--- src/rtl/core/spq_pkg.sv ---
`timescale 1ns / 1ps

package spq_pkg;

  // Queue geometry
  localparam int DEPTH         = 16;
  localparam int PRIORITY_BITS = 8;

  // Port field widths
  localparam int CMD_W    = 2;
  localparam int IN_PRI_W = 8;
  localparam int VALUE_W  = 32;
  localparam int STATUS_W = 2;
  localparam int OCC_W    = 5;

  // Only the low PRIORITY_BITS of the 8-bit input priority are significant
  localparam int PRIO_W = (PRIORITY_BITS < IN_PRI_W) ? PRIORITY_BITS : IN_PRI_W;
  localparam int CNT_W  = $clog2(DEPTH + 1);

  typedef enum logic [CMD_W-1:0] {
    CMD_ENQUEUE = 2'd0,
    CMD_DEQUEUE = 2'd1,
    CMD_PEEK    = 2'd2
  } cmd_t;

  typedef enum logic [STATUS_W-1:0] {
    ST_OK        = 2'd0,
    ST_UNDERFLOW = 2'd1,
    ST_OVERFLOW  = 2'd2
  } status_t;

  typedef struct packed {
    logic [PRIO_W-1:0]  prio;
    logic [VALUE_W-1:0] value;
  } spq_entry_t;

  // Shift controls broadcast to every cell
  typedef struct packed {
    logic enq;  // insert new entry, shift tail right
    logic deq;  // drop front, shift everything left
  } spq_ctrl_t;

endpackage

--- src/rtl/core/spq_cell.sv ---
`timescale 1ns / 1ps

module spq_cell import spq_pkg::*; (
  input  logic               clk,
  input  spq_ctrl_t          ctrl,
  input  logic               occ,
  input  logic [PRIO_W-1:0]  new_prio,
  input  logic [VALUE_W-1:0] new_value,
  input  spq_entry_t         left_entry,
  input  logic               left_ins,
  input  spq_entry_t         right_entry,
  output spq_entry_t         entry,
  output logic               ins
);

  spq_entry_t entry_next;

  // New entry lands at or before this cell: slot free, or strictly worse priority here
  assign ins = !occ || (entry.prio > new_prio);

  always_comb begin
    entry_next = entry;
    if (ctrl.enq) begin
      if (left_ins) begin
        entry_next = left_entry;
      end else if (ins) begin
        entry_next.prio  = new_prio;
        entry_next.value = new_value;
      end
    end else if (ctrl.deq) begin
      entry_next = right_entry;
    end
  end

  always_ff @(posedge clk) begin
    entry <= entry_next;
  end

endmodule

--- config.mk ---
export PLATFORM = sky130hd
export DESIGN_NAME = spq_cell
export DESIGN_NICKNAME = d
export VERILOG_FILES = /design/src/rtl/core/spq_pkg.sv /design/src/rtl/core/spq_cell.sv
export SDC_FILE = /design/constraint.sdc
export NUM_CORES = 1
export LEC_CHECK = 0
export ABC_AREA = 0
export BUFFER_PORTS_ARGS = -buffer_cell sky130_fd_sc_hd__clkbuf_2
export CAP_MARGIN = 15
export CORE_UTILIZATION = 44
export DETAILED_ROUTE_END_ITERATION = 16
export PLACE_DENSITY = 0.88
export RECOVER_POWER = 25
export SLEW_MARGIN = 20
export SYNTH_ARGS = -nofsm -noshare
export SYNTH_HDL_FRONTEND = slang
export SYNTH_SLANG_ARGS = --single-unit
--- constraint.sdc ---
create_clock -name clk -period 6.92 [get_ports clk]
set_input_delay 1.384 -clock clk [delete_from_list [all_inputs] [get_ports clk]]
set_output_delay 1.384 -clock clk [all_outputs]
set_load 0.01 [all_outputs]
**Yosys cells after proc, flatten, opt, wreduce, memory -nomap -nowiden**

Index checks and enable logic that the tools add are counted.

- Memory bits (read-only): 0
- Register bits: 40
- Latch bits: 0
- Memory bits (writable): 0
- Memories: 0
- Output and inout port bits: 41

- Multiply operators: 0
- Div/mod/pow operators: 0
- Bitwise logic cells: 0
- Shift-type cells: 0
- Reductions and logical operators: 4
- Magnitude comparators: 1
- Eq/ne operators: 1
- $add $sub $neg: 0
- Multiplexer cells: 4

Operators by type and width:

| operator | count |
|---|---|
| $mux W40 | 4 |
| $gt A8 B8 Y1 | 1 |
| $ne A3 B1 Y1 const B | 1 |
| $reduce_and A2 Y1 | 1 |
| $reduce_bool A2 Y1 | 1 |
| $logic_not A1 Y1 | 1 |
| $logic_or A1 B1 Y1 | 1 |

**Depth between registers and ports, before layout**

Gate-level depths: netlist (run 1).

- Depth in word-level cells: 5
- Gate-level depth with buffers: 6

**Least setup slack after synthesis (run 1)**

No wires, ideal clock.

- Path kind: input to register
- Start: input port new_prio[7]
- End: register entry[0] (netlist bit) (enable)
- Cell stages on the path: 6
- Data arrival time: 4.309 ns
- Required time: 6.458 ns
- Path buffers: 0
- Slack: 2.150 ns
- Cell sequence: inv_1 -> ha_1 -> nand4_2 -> a211oi_2 -> nor4b_2 -> a31oi_1

- Longest elaborated chain between the ends: 4

RTL lines:

| item | line | text |
|---|---|---|
| start: declaration | spq_cell.sv:7 | `input logic [PRIO_W-1:0] new_prio,` |
| $gt A8 B8 Y1 | spq_cell.sv:19 | `assign ins = !occ \|\| (entry.prio > new_prio);` |
| $logic_or A1 B1 Y1 | spq_cell.sv:19 |  |
| $ne A3 B1 Y1 (no line) | -- |  |
| $reduce_and A2 Y1 (no line) | -- |  |
| end signal: assignment | spq_cell.sv:36 | `entry <= entry_next;` |
| end: declaration | spq_cell.sv:12 | `output spq_entry_t entry,` |

Every way passes these cells.
A chain may end at the register's enable or synchronous reset.

**Final worst setup path (run 1)**

- Start: input port new_prio[7]
- End: output port ins

- Longest elaborated chain between the ends: 2

RTL lines:

| item | line | text |
|---|---|---|
| $gt A8 B8 Y1 | spq_cell.sv:19 |  |
| $logic_or A1 B1 Y1 | spq_cell.sv:19 |  |
| end: declaration | spq_cell.sv:13 | `output logic ins` |

Every way passes these cells.

==> reports/results.ini, run 1 <==
[outcome]
outcome=completed

[drt]
drtPass1Iterations=4
wl_per_cell_um=12.71
drt_wl_total_um=5543
vias=2088
postRouteAntennaNets=0
drt_iter0_drc=40
vias_per_cell=4.789
drc_errors=0

[critical_path]
slowest_delay_ns=0.40
endpoint=ins
setup.worst_path.class=in2out
worstReg2RegEnd=entry[32]
startpoint_type=primary input
crit_slowest_cell=nor4b_2
crit_path_start=new_prio[7]
r2r-start=entry[39]
cp-end-kind=output pin
cp.arrival_ns=2.71
cpMostUsedCell=clkbuf_2
worstPathCellList=clkbuf_2 -> inv_1 -> ha_1 -> nand4_2 -> nor2_1 -> nor4b_2 -> a21oi_1 -> clkbuf_2
required_ns=5.54
reg2reg_slack_ns=4.44
path_max_fanout=3
reg2reg_depth=6

[clock_tree]
hold_buffers=0
clk_pin_slew_ns=0.08
cts-buffers-inserted=5
cts_resized=0
clockRootBuffer=clkbuf_8
h-tree-depth=2
clk_path_buf_depth=2
cts_tree=done
cts_setup_buffers=0
clk_latency_ns=0.29
clock_sinks=40

[floorplanning]
initial_core_util_pct=47.23
ios=166
core_area_um2=4880
dieWidth_um=74.38
die_height_um=74.38
rows=25
dieArea_um2=5532

[timing]
drv_slew=0
finalHoldViolCount=0
setup_viol=0
tns_ns=0
fin_crit_sh_pct=59.21
max_slew_margin_pct=55.21
fin_crit_ns=4.097
skew_ns=0.007232
rsz0062_at_grt=no
tightestPinTransition_ns=0.6719
fmax_mhz=244.1

[synthesis]
synth-async-reset-ratio_pct=0
yosysWarnings=0
synth_area_um2=2305
post-synth-top-area-cell=edfxtp_1
synth_most_common_cell=a21oi_1
synth_commonest_cells=a21oi_1, nor2_1, edfxtp_1, mux2i_1, inv_1
yosys_most_used_dff=edfxtp_1
synth_edf_count=40
synth-seq-cells=40
netlist_top_cells_area=edfxtp_1, mux2i_1, a21oi_1
avgSynthCellArea_um2=11.13
synth_cells=207
syn_nets=340
synth_top_area_share_pct=52.12
synth_cell_types=22
yosysSeqAreaShare_pct=52.12

[cells_and_area]
area_delta_synth_final_pct=39.41
reg_top3=entry (40)
largest_reg_flops=40
num-nets-final=501
n_antenna_cell=0
drive_gt1_share_pct=40.11
largest-register=entry
fill_cells=412

[global_route]
grt_pass1_vias=1876
grt_usage_pct=19.46
grt_pass1_wl_um=7955
grt.overflow.total=0
grt_antenna_before_repair=0
grt_max_degree=63

[pwr]
power.total_uw=625.8
powerDensity_nw_per_um2=194.8
p_leak_nw=1.566
max-vdd-ir-drop_v=0.0001404

[placement]
port_buffers=165
dp_hpwl_um=4308
gp_congestion=0.7705

[hold_path]
hold_path.class=reg2reg

[run]
max_cap_violations=0

==> cells in the final DEF, fill, tap and decap left out <==
master	instances
a31oi_4	1
o21ai_0	1
nor3_1	1
inv_1	9
buf_4	3
nor2_1	41
clkbuf_2	135
edfxtp_1	40
nor2b_1	2
mux2i_1	40
bufinv_16	1
o2bb2ai_1	1
ha_1	8
clkinv_1	2
nand2b_1	1
clkbuf_1	30
clkbuf_8	5
a21oi_1	43
nand2_1	1
nor4b_2	1
a211oi_2	1
nand3_1	1
nand4_2	1
==> cells by family after synthesis <==
logic type	synth area share, %
compound gates	10.75
fa+ha+maj	4.343
buf+inv	6.134
flops	52.12
mux	17.37
simple gates	9.283
==> critical path: cells and delay by family <==
family	cells	cell delay, ns
AND/OR/NAND/NOR	3	0.60
AO/OA/AOI/OAI	1	0.14
adder cells (fa/ha/maj)	1	0.31
buffers and inverters	3	0.28
==> metrics by stage <==
step                      cells  hold WS, ns  worst slack, ns  area, µm²  util [%]
after floorplan             207        1.610            2.150       2305         -
after global placement      428        1.224            2.851       3144     64.44
after detailed placement    428        1.277            2.819       3144     64.44
after CTS                   436        1.301            2.807       3251     66.62
after global routing        436        1.361            2.743       3213     65.85
final                       436        1.287            2.823       3213     65.85
==> area by class of cell <==
class | instances | area [µm²] | share of cell area [%]
Sequential cell | 40 | 1201 | 37.38
Multi-Input combinational cell | 144 | 977.2 | 30.41
Timing Repair Buffer | 168 | 810.8 | 25.23
Tap cell | 67 | 83.83 | 2.609
Clock buffer | 5 | 68.82 | 2.142
Clock inverter | 3 | 37.54 | 1.168
Inverter | 9 | 33.78 | 1.051
==> power breakdown <==
group / internal (mW) / switching [mW] / total (mW) / leakage (nW)
logic: 0.0640 / 0.0746 / 0.139 / 1.12
clock network: 0.105 / 0.0767 / 0.182 / 0.0532
registers: 0.298 / 0.00780 / 0.305 / 0.396
total: 0.467 / 0.159 / 0.626 / 1.57
==> how the worst min path moves through the flow <==
stage / depth (start not counted) / startpoint / slack [ns] / endpoint
final: 3 / entry[39] / 1.29 / entry[21]
after global routing: 3 / entry[39] / 1.36 / entry[22]
after CTS: 3 / entry[39] / 1.30 / entry[27]
after detailed placement: 3 / entry[39] / 1.28 / entry[36]
after global placement: 3 / entry[39] / 1.22 / entry[37]
after floorplan: 2 / right_entry[0] / 1.61 / entry[0]
==> per-layer routing <==
layer,GRT usage (%),part of all wire (%)
met1,18.75,37
met2,37.64,54
met3,7.182,8.6
met4,6.499,0.61
met5,0,0
Power figures use the tool's default switching activity.
==> run 2: changes to the inputs <==
--- a/config.mk
+++ b/config.mk
@@ -5,12 +5,12 @@
 export SDC_FILE = /design/constraint.sdc
 export NUM_CORES = 1
 export LEC_CHECK = 0
-export ABC_AREA = 0
+export ABC_AREA = 1
 export BUFFER_PORTS_ARGS = -buffer_cell sky130_fd_sc_hd__clkbuf_2
 export CAP_MARGIN = 15
-export CORE_UTILIZATION = 44
+export CORE_UTILIZATION = 40
 export DETAILED_ROUTE_END_ITERATION = 16
-export PLACE_DENSITY = 0.88
+export PLACE_DENSITY = 0.82
 export RECOVER_POWER = 25
 export SLEW_MARGIN = 20
 export SYNTH_ARGS = -nofsm -noshare
==> constraint.sdc (replaced) <==
create_clock -name clk -period 4.2 [get_ports clk]
set_input_delay 0.84 -clock clk [delete_from_list [all_inputs] [get_ports clk]]
set_output_delay 0.84 -clock clk [all_outputs]
set_load 0.01 [all_outputs]
==> reports/results.ini, run 2 <==
[critical_path]
reg2reg_slack_ns=1.83  ; -2.61 ns
r2r-start=entry[39]
required_ns=3.36  ; -2.18 ns
worstPathCellList=clkbuf_2 -> inv_1 -> ha_1 -> a21o_1 -> nor2_1 -> nand2_1 -> nand2_1 -> nand2_1 -> clkbuf_2
cp.arrival_ns=1.87  ; -0.84 ns
cpMostUsedCell=nand2_1
worstReg2RegEnd=entry[11]
startpoint_type=primary input
cp_top_family=simple AND/OR/NAND/NOR gates
setup.worst_path.class=in2out
cp-end-kind=output pin
reg2reg_depth=10  ; +4
cp.depth=9  ; +1
slowest_delay_ns=0.29  ; -0.11 ns
path_max_fanout=2  ; -1
crit_slowest_cell=ha_1
path_buf_inv=3  ; unchanged

[drt]
drt_wl_total_um=6305  ; +14%
postRouteAntennaNets=0  ; unchanged
vias=2399  ; +15%
drtPass1Iterations=4  ; unchanged
wl_per_cell_um=12.82  ; +0.80%
drt_iter0_drc=110  ; +180%
drc_errors=0  ; unchanged
vias_per_cell=4.876  ; +1.8%

[cells_and_area]
num-nets-final=554  ; +11%
layout_common_cells=clkbuf_2, nand2_1, nor2_1
fin_cells=492  ; +13%
largest_reg_flops=40  ; unchanged
reg_top3=entry (40)
final_common_cell=clkbuf_2
fill_cells=485  ; +18%
largest-register=entry
final_core_util_pct=60.70  ; -5.1 points
drive_gt1_share_pct=35.07  ; -5.0 points
area_delta_synth_final_pct=42.35
n_antenna_cell=0  ; unchanged

[synthesis]
yosysSeqAreaShare_pct=53.78  ; +1.7 points
synth-seq-cells=40  ; unchanged
synth_cells=261  ; +26%
avgSynthCellArea_um2=8.557  ; -23%
yosys_most_used_dff=edfxtp_1
synth_most_common_cell=nand2_1
synth_cell_types=14  ; -36%
synth_edf_count=40  ; unchanged
synth_top_area_share_pct=53.78  ; +1.7 points
synth-async-reset-ratio_pct=0  ; unchanged
post-synth-top-area-cell=edfxtp_1
synth_area_um2=2233  ; -3.1%
yosysWarnings=0  ; unchanged
syn_nets=394  ; +16%
synth_commonest_cells=nand2_1, nor2_1, edfxtp_1, o21ai_0, o21ai_1
netlist_top_cells_area=edfxtp_1, o21ai_0, o21ai_1

[pwr]
max-vdd-ir-drop_v=0.0002516  ; +79%
p_leak_nw=1.540  ; -1.7%
powerDensity_nw_per_um2=327.8  ; +68%
power.total_mw=1.042  ; +67%

[clock_tree]
cts-buffers-inserted=5  ; unchanged
clockRootBuffer=clkbuf_8
clock_sinks=40  ; unchanged
clk_latency_ns=0.28  ; about the same
hold_buffers=0  ; unchanged
h-tree-depth=2  ; unchanged
cts_resized=0  ; unchanged
cts_setup_buffers=0  ; unchanged
cts_tree=done
clk_path_buf_depth=2  ; unchanged
clk_pin_slew_ns=0.08  ; about the same

[hold_path]
worstHoldPathCells=3  ; unchanged
hold_end=entry[32]
min_from=right_entry[32]
hold_path.class=in2reg

[timing]
hold_ws_ns=0.8328  ; -0.4538 ns
setup_viol=0  ; unchanged
fin_crit_ns=2.705
drv_slew=0  ; unchanged
tns_ns=0  ; unchanged
finalHoldViolCount=0  ; unchanged
fin_crit_sh_pct=64.41
max_slew_margin_pct=44.80  ; -10 points
skew_ns=0.006307  ; -0.0009248 ns
tightestPinTransition_ns=0.8271  ; +0.1553 ns
fmax_mhz=369.7
rsz0062_at_grt=no

[global_route]
grt.overflow.total=0  ; unchanged
grt_usage_pct=22.29  ; +2.8 points
grt_max_degree=41  ; -35%
grt_antenna_before_repair=0  ; unchanged
grtUsageMet3_pct=4.524  ; -2.7 points
grt_pass1_vias=2271  ; +21%
grt_busiest_layer=met2
use_met2_pct=41.07  ; +3.4 points
use_met1_pct=25.92  ; +7.2 points
grt_pass1_wl_um=10360  ; +30%

[placement]
gp_congestion=0.7798  ; +1.2%
dp_hpwl_um=4785  ; +11%
port_buffers=165  ; unchanged
dp_cells=484  ; +13%

[run]
max_cap_violations=0  ; unchanged

[floorplanning]
rows=26  ; +4.0%
dieWidth_um=76.72  ; +3.2%
core_area_um2=5238  ; +7.3%
dieArea_um2=5886  ; +6.4%
initial_core_util_pct=42.64  ; -4.6 points
ios=166  ; unchanged
die_height_um=76.72  ; +3.2%

[outcome]
outcome=completed

==> run 2: changes by cell type after synthesis, moves of 8 or more <==
cell,change
a21oi_1,-41
o21ai_1,+40
o21ai_0,+39
mux2i_1,-40
buf_2,+8
nand2_1,+52
==> run 2: layout make-up <==
cell class / instances / area (µm²) / share of cell area (%)
Inverter: 15 / 56.30 / 1.771
Timing Repair Buffer: 169 / 830.8 / 26.13
Sequential cell: 40 / 1201 / 37.78
Clock inverter: 2 / 35.03 / 1.102
Multi-Input combinational cell: 190 / 895.9 / 28.18
Clock buffer: 6 / 72.57 / 2.283
Tap cell: 70 / 87.58 / 2.755
==> run 2: worst max path at each step <==
stage | start | endpoint | slack, ns
floorplan | new_prio[7] | entry[0] | 1.44
global placement | new_prio[7] | entry[13] | 1.32
detailed placement | new_prio[7] | entry[13] | 1.25
CTS | new_prio[7] | ins | 1.49
global route | new_prio[7] | ins | 1.38
finish | new_prio[7] | ins | 1.49
==> run 2: where the power goes <==
group          switching [mW]  total (mW)  internal [mW]
combinational           0.133       0.232         0.0991
clock                   0.128       0.304          0.176
sequential             0.0133       0.506          0.493
total                   0.274        1.04          0.768
==> run 2: kinds of logic (layout without fill, tap and decap cells) <==
kind of cell	count (synthesis)	in the layout	share of synthesized area (%)
buffers and inverters	31	192	6.106
flip-flops	40	40	53.78
adder cells (fa/ha/maj)	8	8	4.482
AO/OA/AOI/OAI	83	83	18.71
AND/OR/NAND/NOR	99	99	16.92
==> run 2: through the flow <==
| stage | area, µm² | setup WS (ns) |
|---|---|---|
| global placement | 3109 | 1.323 |
| CTS | 3217 | 1.486 |
| finish | 3179 | 1.495 |
| detailed placement | 3109 | 1.253 |
| floorplan | 2233 | 1.436 |
| global route | 3179 | 1.383 |
==> run 2: routing by layer <==
metal	up-vias	share of wire (%)	wire [µm]
met5	-	0	0
li1	1207	-	-
met1	1068	41	2596
met2	111	51	3199
met3	13	6.4	404
met4	0	1.7	105
==> run 2: worst reg2reg max path: stages (launching register included) <==
cell	delay, ns
edfxtp_1	0.40
ha_1	0.31
nand2_1	0.07
nor2_1	0.14
nand2_1	0.07
nand2_1	0.05
nand2_1	0.06
nand3_1	0.07
nand2_1	0.05
inv_1	0.60
buf_12	0.26
==> run 3: changes to the inputs <==
==> constraint.sdc (replaced) <==
create_clock -name clk -period 2.5 [get_ports clk]
set_input_delay 0.5 -clock clk [delete_from_list [all_inputs] [get_ports clk]]
set_output_delay 0.5 -clock clk [all_outputs]
set_load 0.01 [all_outputs]
==> reports/results.ini, run 3 (same netlist as run 2, synthesis figures left out) <==
[outcome]
outcome=completed

[timing]
rsz0062_at_grt=no
tns_ns=0  ; unchanged
setup_viol=0  ; unchanged
fmax_mhz=465.0
fin_crit_ns=2.150
skew_ns=0.002524  ; -0.003783 ns
fin_crit_sh_pct=86.01
tightestPinTransition_ns=0.8830  ; +0.05583 ns
max_slew_margin_pct=41.14  ; -3.7 points
drv_slew=0  ; unchanged
finalHoldViolCount=0  ; unchanged
hold_ws_ns=0.4971  ; -0.3357 ns

[critical_path]
setup.worst_path.class=reg2out
cp.arrival_ns=1.65  ; -0.22 ns
required_ns=2.00  ; -1.36 ns
path_max_fanout=2  ; unchanged
startpoint_type=register
cp-end-kind=output pin
path_buf_inv=1  ; -2
cp.depth=7  ; -2
cp_top_family=flip-flops
cpMostUsedCell=nand2_1
reg2reg_slack_ns=0.58  ; -1.25 ns
worstPathCellList=ha_1 -> a21o_1 -> nor2_1 -> nand2_1 -> nand2_1 -> nand2_1 -> clkbuf_2
crit_slowest_cell=edfxtp_1
slowest_delay_ns=0.40  ; +0.11 ns
reg2reg_depth=10  ; unchanged

[floorplanning]
ios=166  ; unchanged
die_height_um=76.72  ; unchanged
core_area_um2=5238  ; unchanged
rows=26  ; unchanged
initial_core_util_pct=42.64  ; unchanged
dieArea_um2=5886  ; unchanged
dieWidth_um=76.72  ; unchanged

[global_route]
grt_pass1_vias=2267  ; -0.18%
grt_pass1_wl_um=10130  ; -2.2%
grt_usage_pct=21.83  ; -0.46 points
grt.overflow.total=0  ; unchanged
grt_max_degree=41  ; unchanged
grt_antenna_before_repair=0  ; unchanged

[clock_tree]
hold_buffers=0  ; unchanged
clock_sinks=40  ; unchanged
cts_tree=done
cts_resized=0  ; unchanged
clockRootBuffer=clkbuf_8
cts_setup_buffers=0  ; unchanged
h-tree-depth=2  ; unchanged
clk_pin_slew_ns=0.07  ; about the same
clk_path_buf_depth=2  ; unchanged
clk_latency_ns=0.28  ; about the same
cts-buffers-inserted=5  ; unchanged

[placement]
dp_cells=486  ; +0.41%
dp_hpwl_um=4820  ; +0.73%
gp_congestion=0.7756  ; -0.54%
port_buffers=165  ; unchanged

[drt]
vias=2437  ; +1.6%
postRouteAntennaNets=0  ; unchanged
drt_iter0_drc=68  ; -38%
wl_met3_um=433  ; +7.2%
wl_met1_um=2443  ; -5.9%
topRoutingLayerUsed=met4
wl_met2_um=3197  ; about the same
vias_per_cell=4.933  ; +1.2%
drc_errors=0  ; unchanged
wl_per_cell_um=12.57  ; -1.9%
drtPass1Iterations=4  ; unchanged
drt_wl_total_um=6208  ; -1.5%

[pwr]
p_comb_share_pct=22.6  ; +0.4 points
intPower_mw=1.288  ; +68%
power_switching_uw=449.5  ; +64%
seqPwrFrac_pct=49.0  ; +0.4 points
clock_power_share_pct=28.5  ; -0.7 points
max-vdd-ir-drop_v=0.0003663  ; +46%
powerDensity_nw_per_um2=543.8  ; +66%
switching_share_pct=25.87  ; -0.39 points
p_leak_nw=1.554  ; +0.95%

[hold_path]
hold_path.class=in2reg
worstHoldPathCells=3  ; unchanged

[cells_and_area]
layout_common_cells=clkbuf_2, nand2_1, nor2_1
fill_cells=475  ; -2.1%
num-nets-final=556  ; +0.36%
drive_gt1_share_pct=35.38  ; +0.31 points
n_antenna_cell=0  ; unchanged
largest_reg_flops=40  ; unchanged
area_delta_synth_final_pct=43.08
reg_top3=entry (40)
final_common_cell=clkbuf_2
fin_cells=494  ; +0.41%
largest-register=entry

[run]
max_cap_violations=0  ; unchanged

-- run 3: changes by cell type in the layout (fill, tap and decap cells not counted), moves of 2 or more --
| cell | delta |
|---|---|
| o21ai_1 | -2 |
| o21ai_0 | +2 |
| buf_4 | +2 |
| clkinv_1 | +2 |
| clkbuf_1 | -3 |
| clkbuf_2 | +2 |
-- run 3: path summary, 6_finish.rpt --
path,startpoint,end
worst min register to register,entry[33],entry[36]
worst max-delay path,entry[39],ins
worst min-delay path,right_entry[35],entry[35]
worst max register to register,entry[39],entry[10]
-- run 3: metal layers --
| metal | global-route usage [%] | vias up |
|---|---|---|
| met3 | 5.952 | 13 |
| met5 | 0 | - |
| met4 | 8.462 | 0 |
| li1 | - | 1213 |
| met2 | 40.18 | 121 |
| met1 | 23.45 | 1090 |
-- run 3: power by group through the flow --
stage	logic (mW)	registers (mW)	clock network, mW
finish	0.392	0.851	0.494
global route	0.443	0.857	0.536
CTS	0.409	0.852	0.510
detailed placement	0.407	0.867	0
global placement	0.394	0.864	0
floorplan	0.154	0.905	0
-- run 3: final cells by class --
class	instances	area [µm²]	area share, %
flip-flops and latches	40	1201	37.59
multi-input cells	190	895.9	28.03
repair buffers	171	848.3	26.55
well taps	70	87.58	2.741
clock buffers	5	68.82	2.153
inverters	15	56.30	1.762
clock inverters	3	37.54	1.175
-- run 3: worst register-to-register path, cell delays in order, from the launching register on --
cell and delay, ns:
edfxtp_1 0.40, ha_1 0.31, nand2_1 0.08, nor2_1 0.15
nand2_1 0.07, nand2_1 0.05, nand2_1 0.07, nand3_1 0.08
nand2_1 0.05, inv_1 0.09, buf_12 0.23
-- run 3: per-stage QoR --
| stage | power [mW] | area [µm²] | util [%] | setup slack [ns] |
|---|---|---|---|---|
| 2_1_floorplan | 1.059 | 2233 | - | 0.07551 |
| 3_3_place_gp | 1.258 | 3124 | 59.65 | 0.4418 |
| 3_5_place_dp | 1.274 | 3124 | 59.65 | 0.3491 |
| 4_1_cts | 1.771 | 3231 | 61.68 | 0.3198 |
| 5_1_grt | 1.836 | 3196 | 61.01 | 0.2157 |
| 6_report | 1.738 | 3196 | 61.01 | 0.3496 |
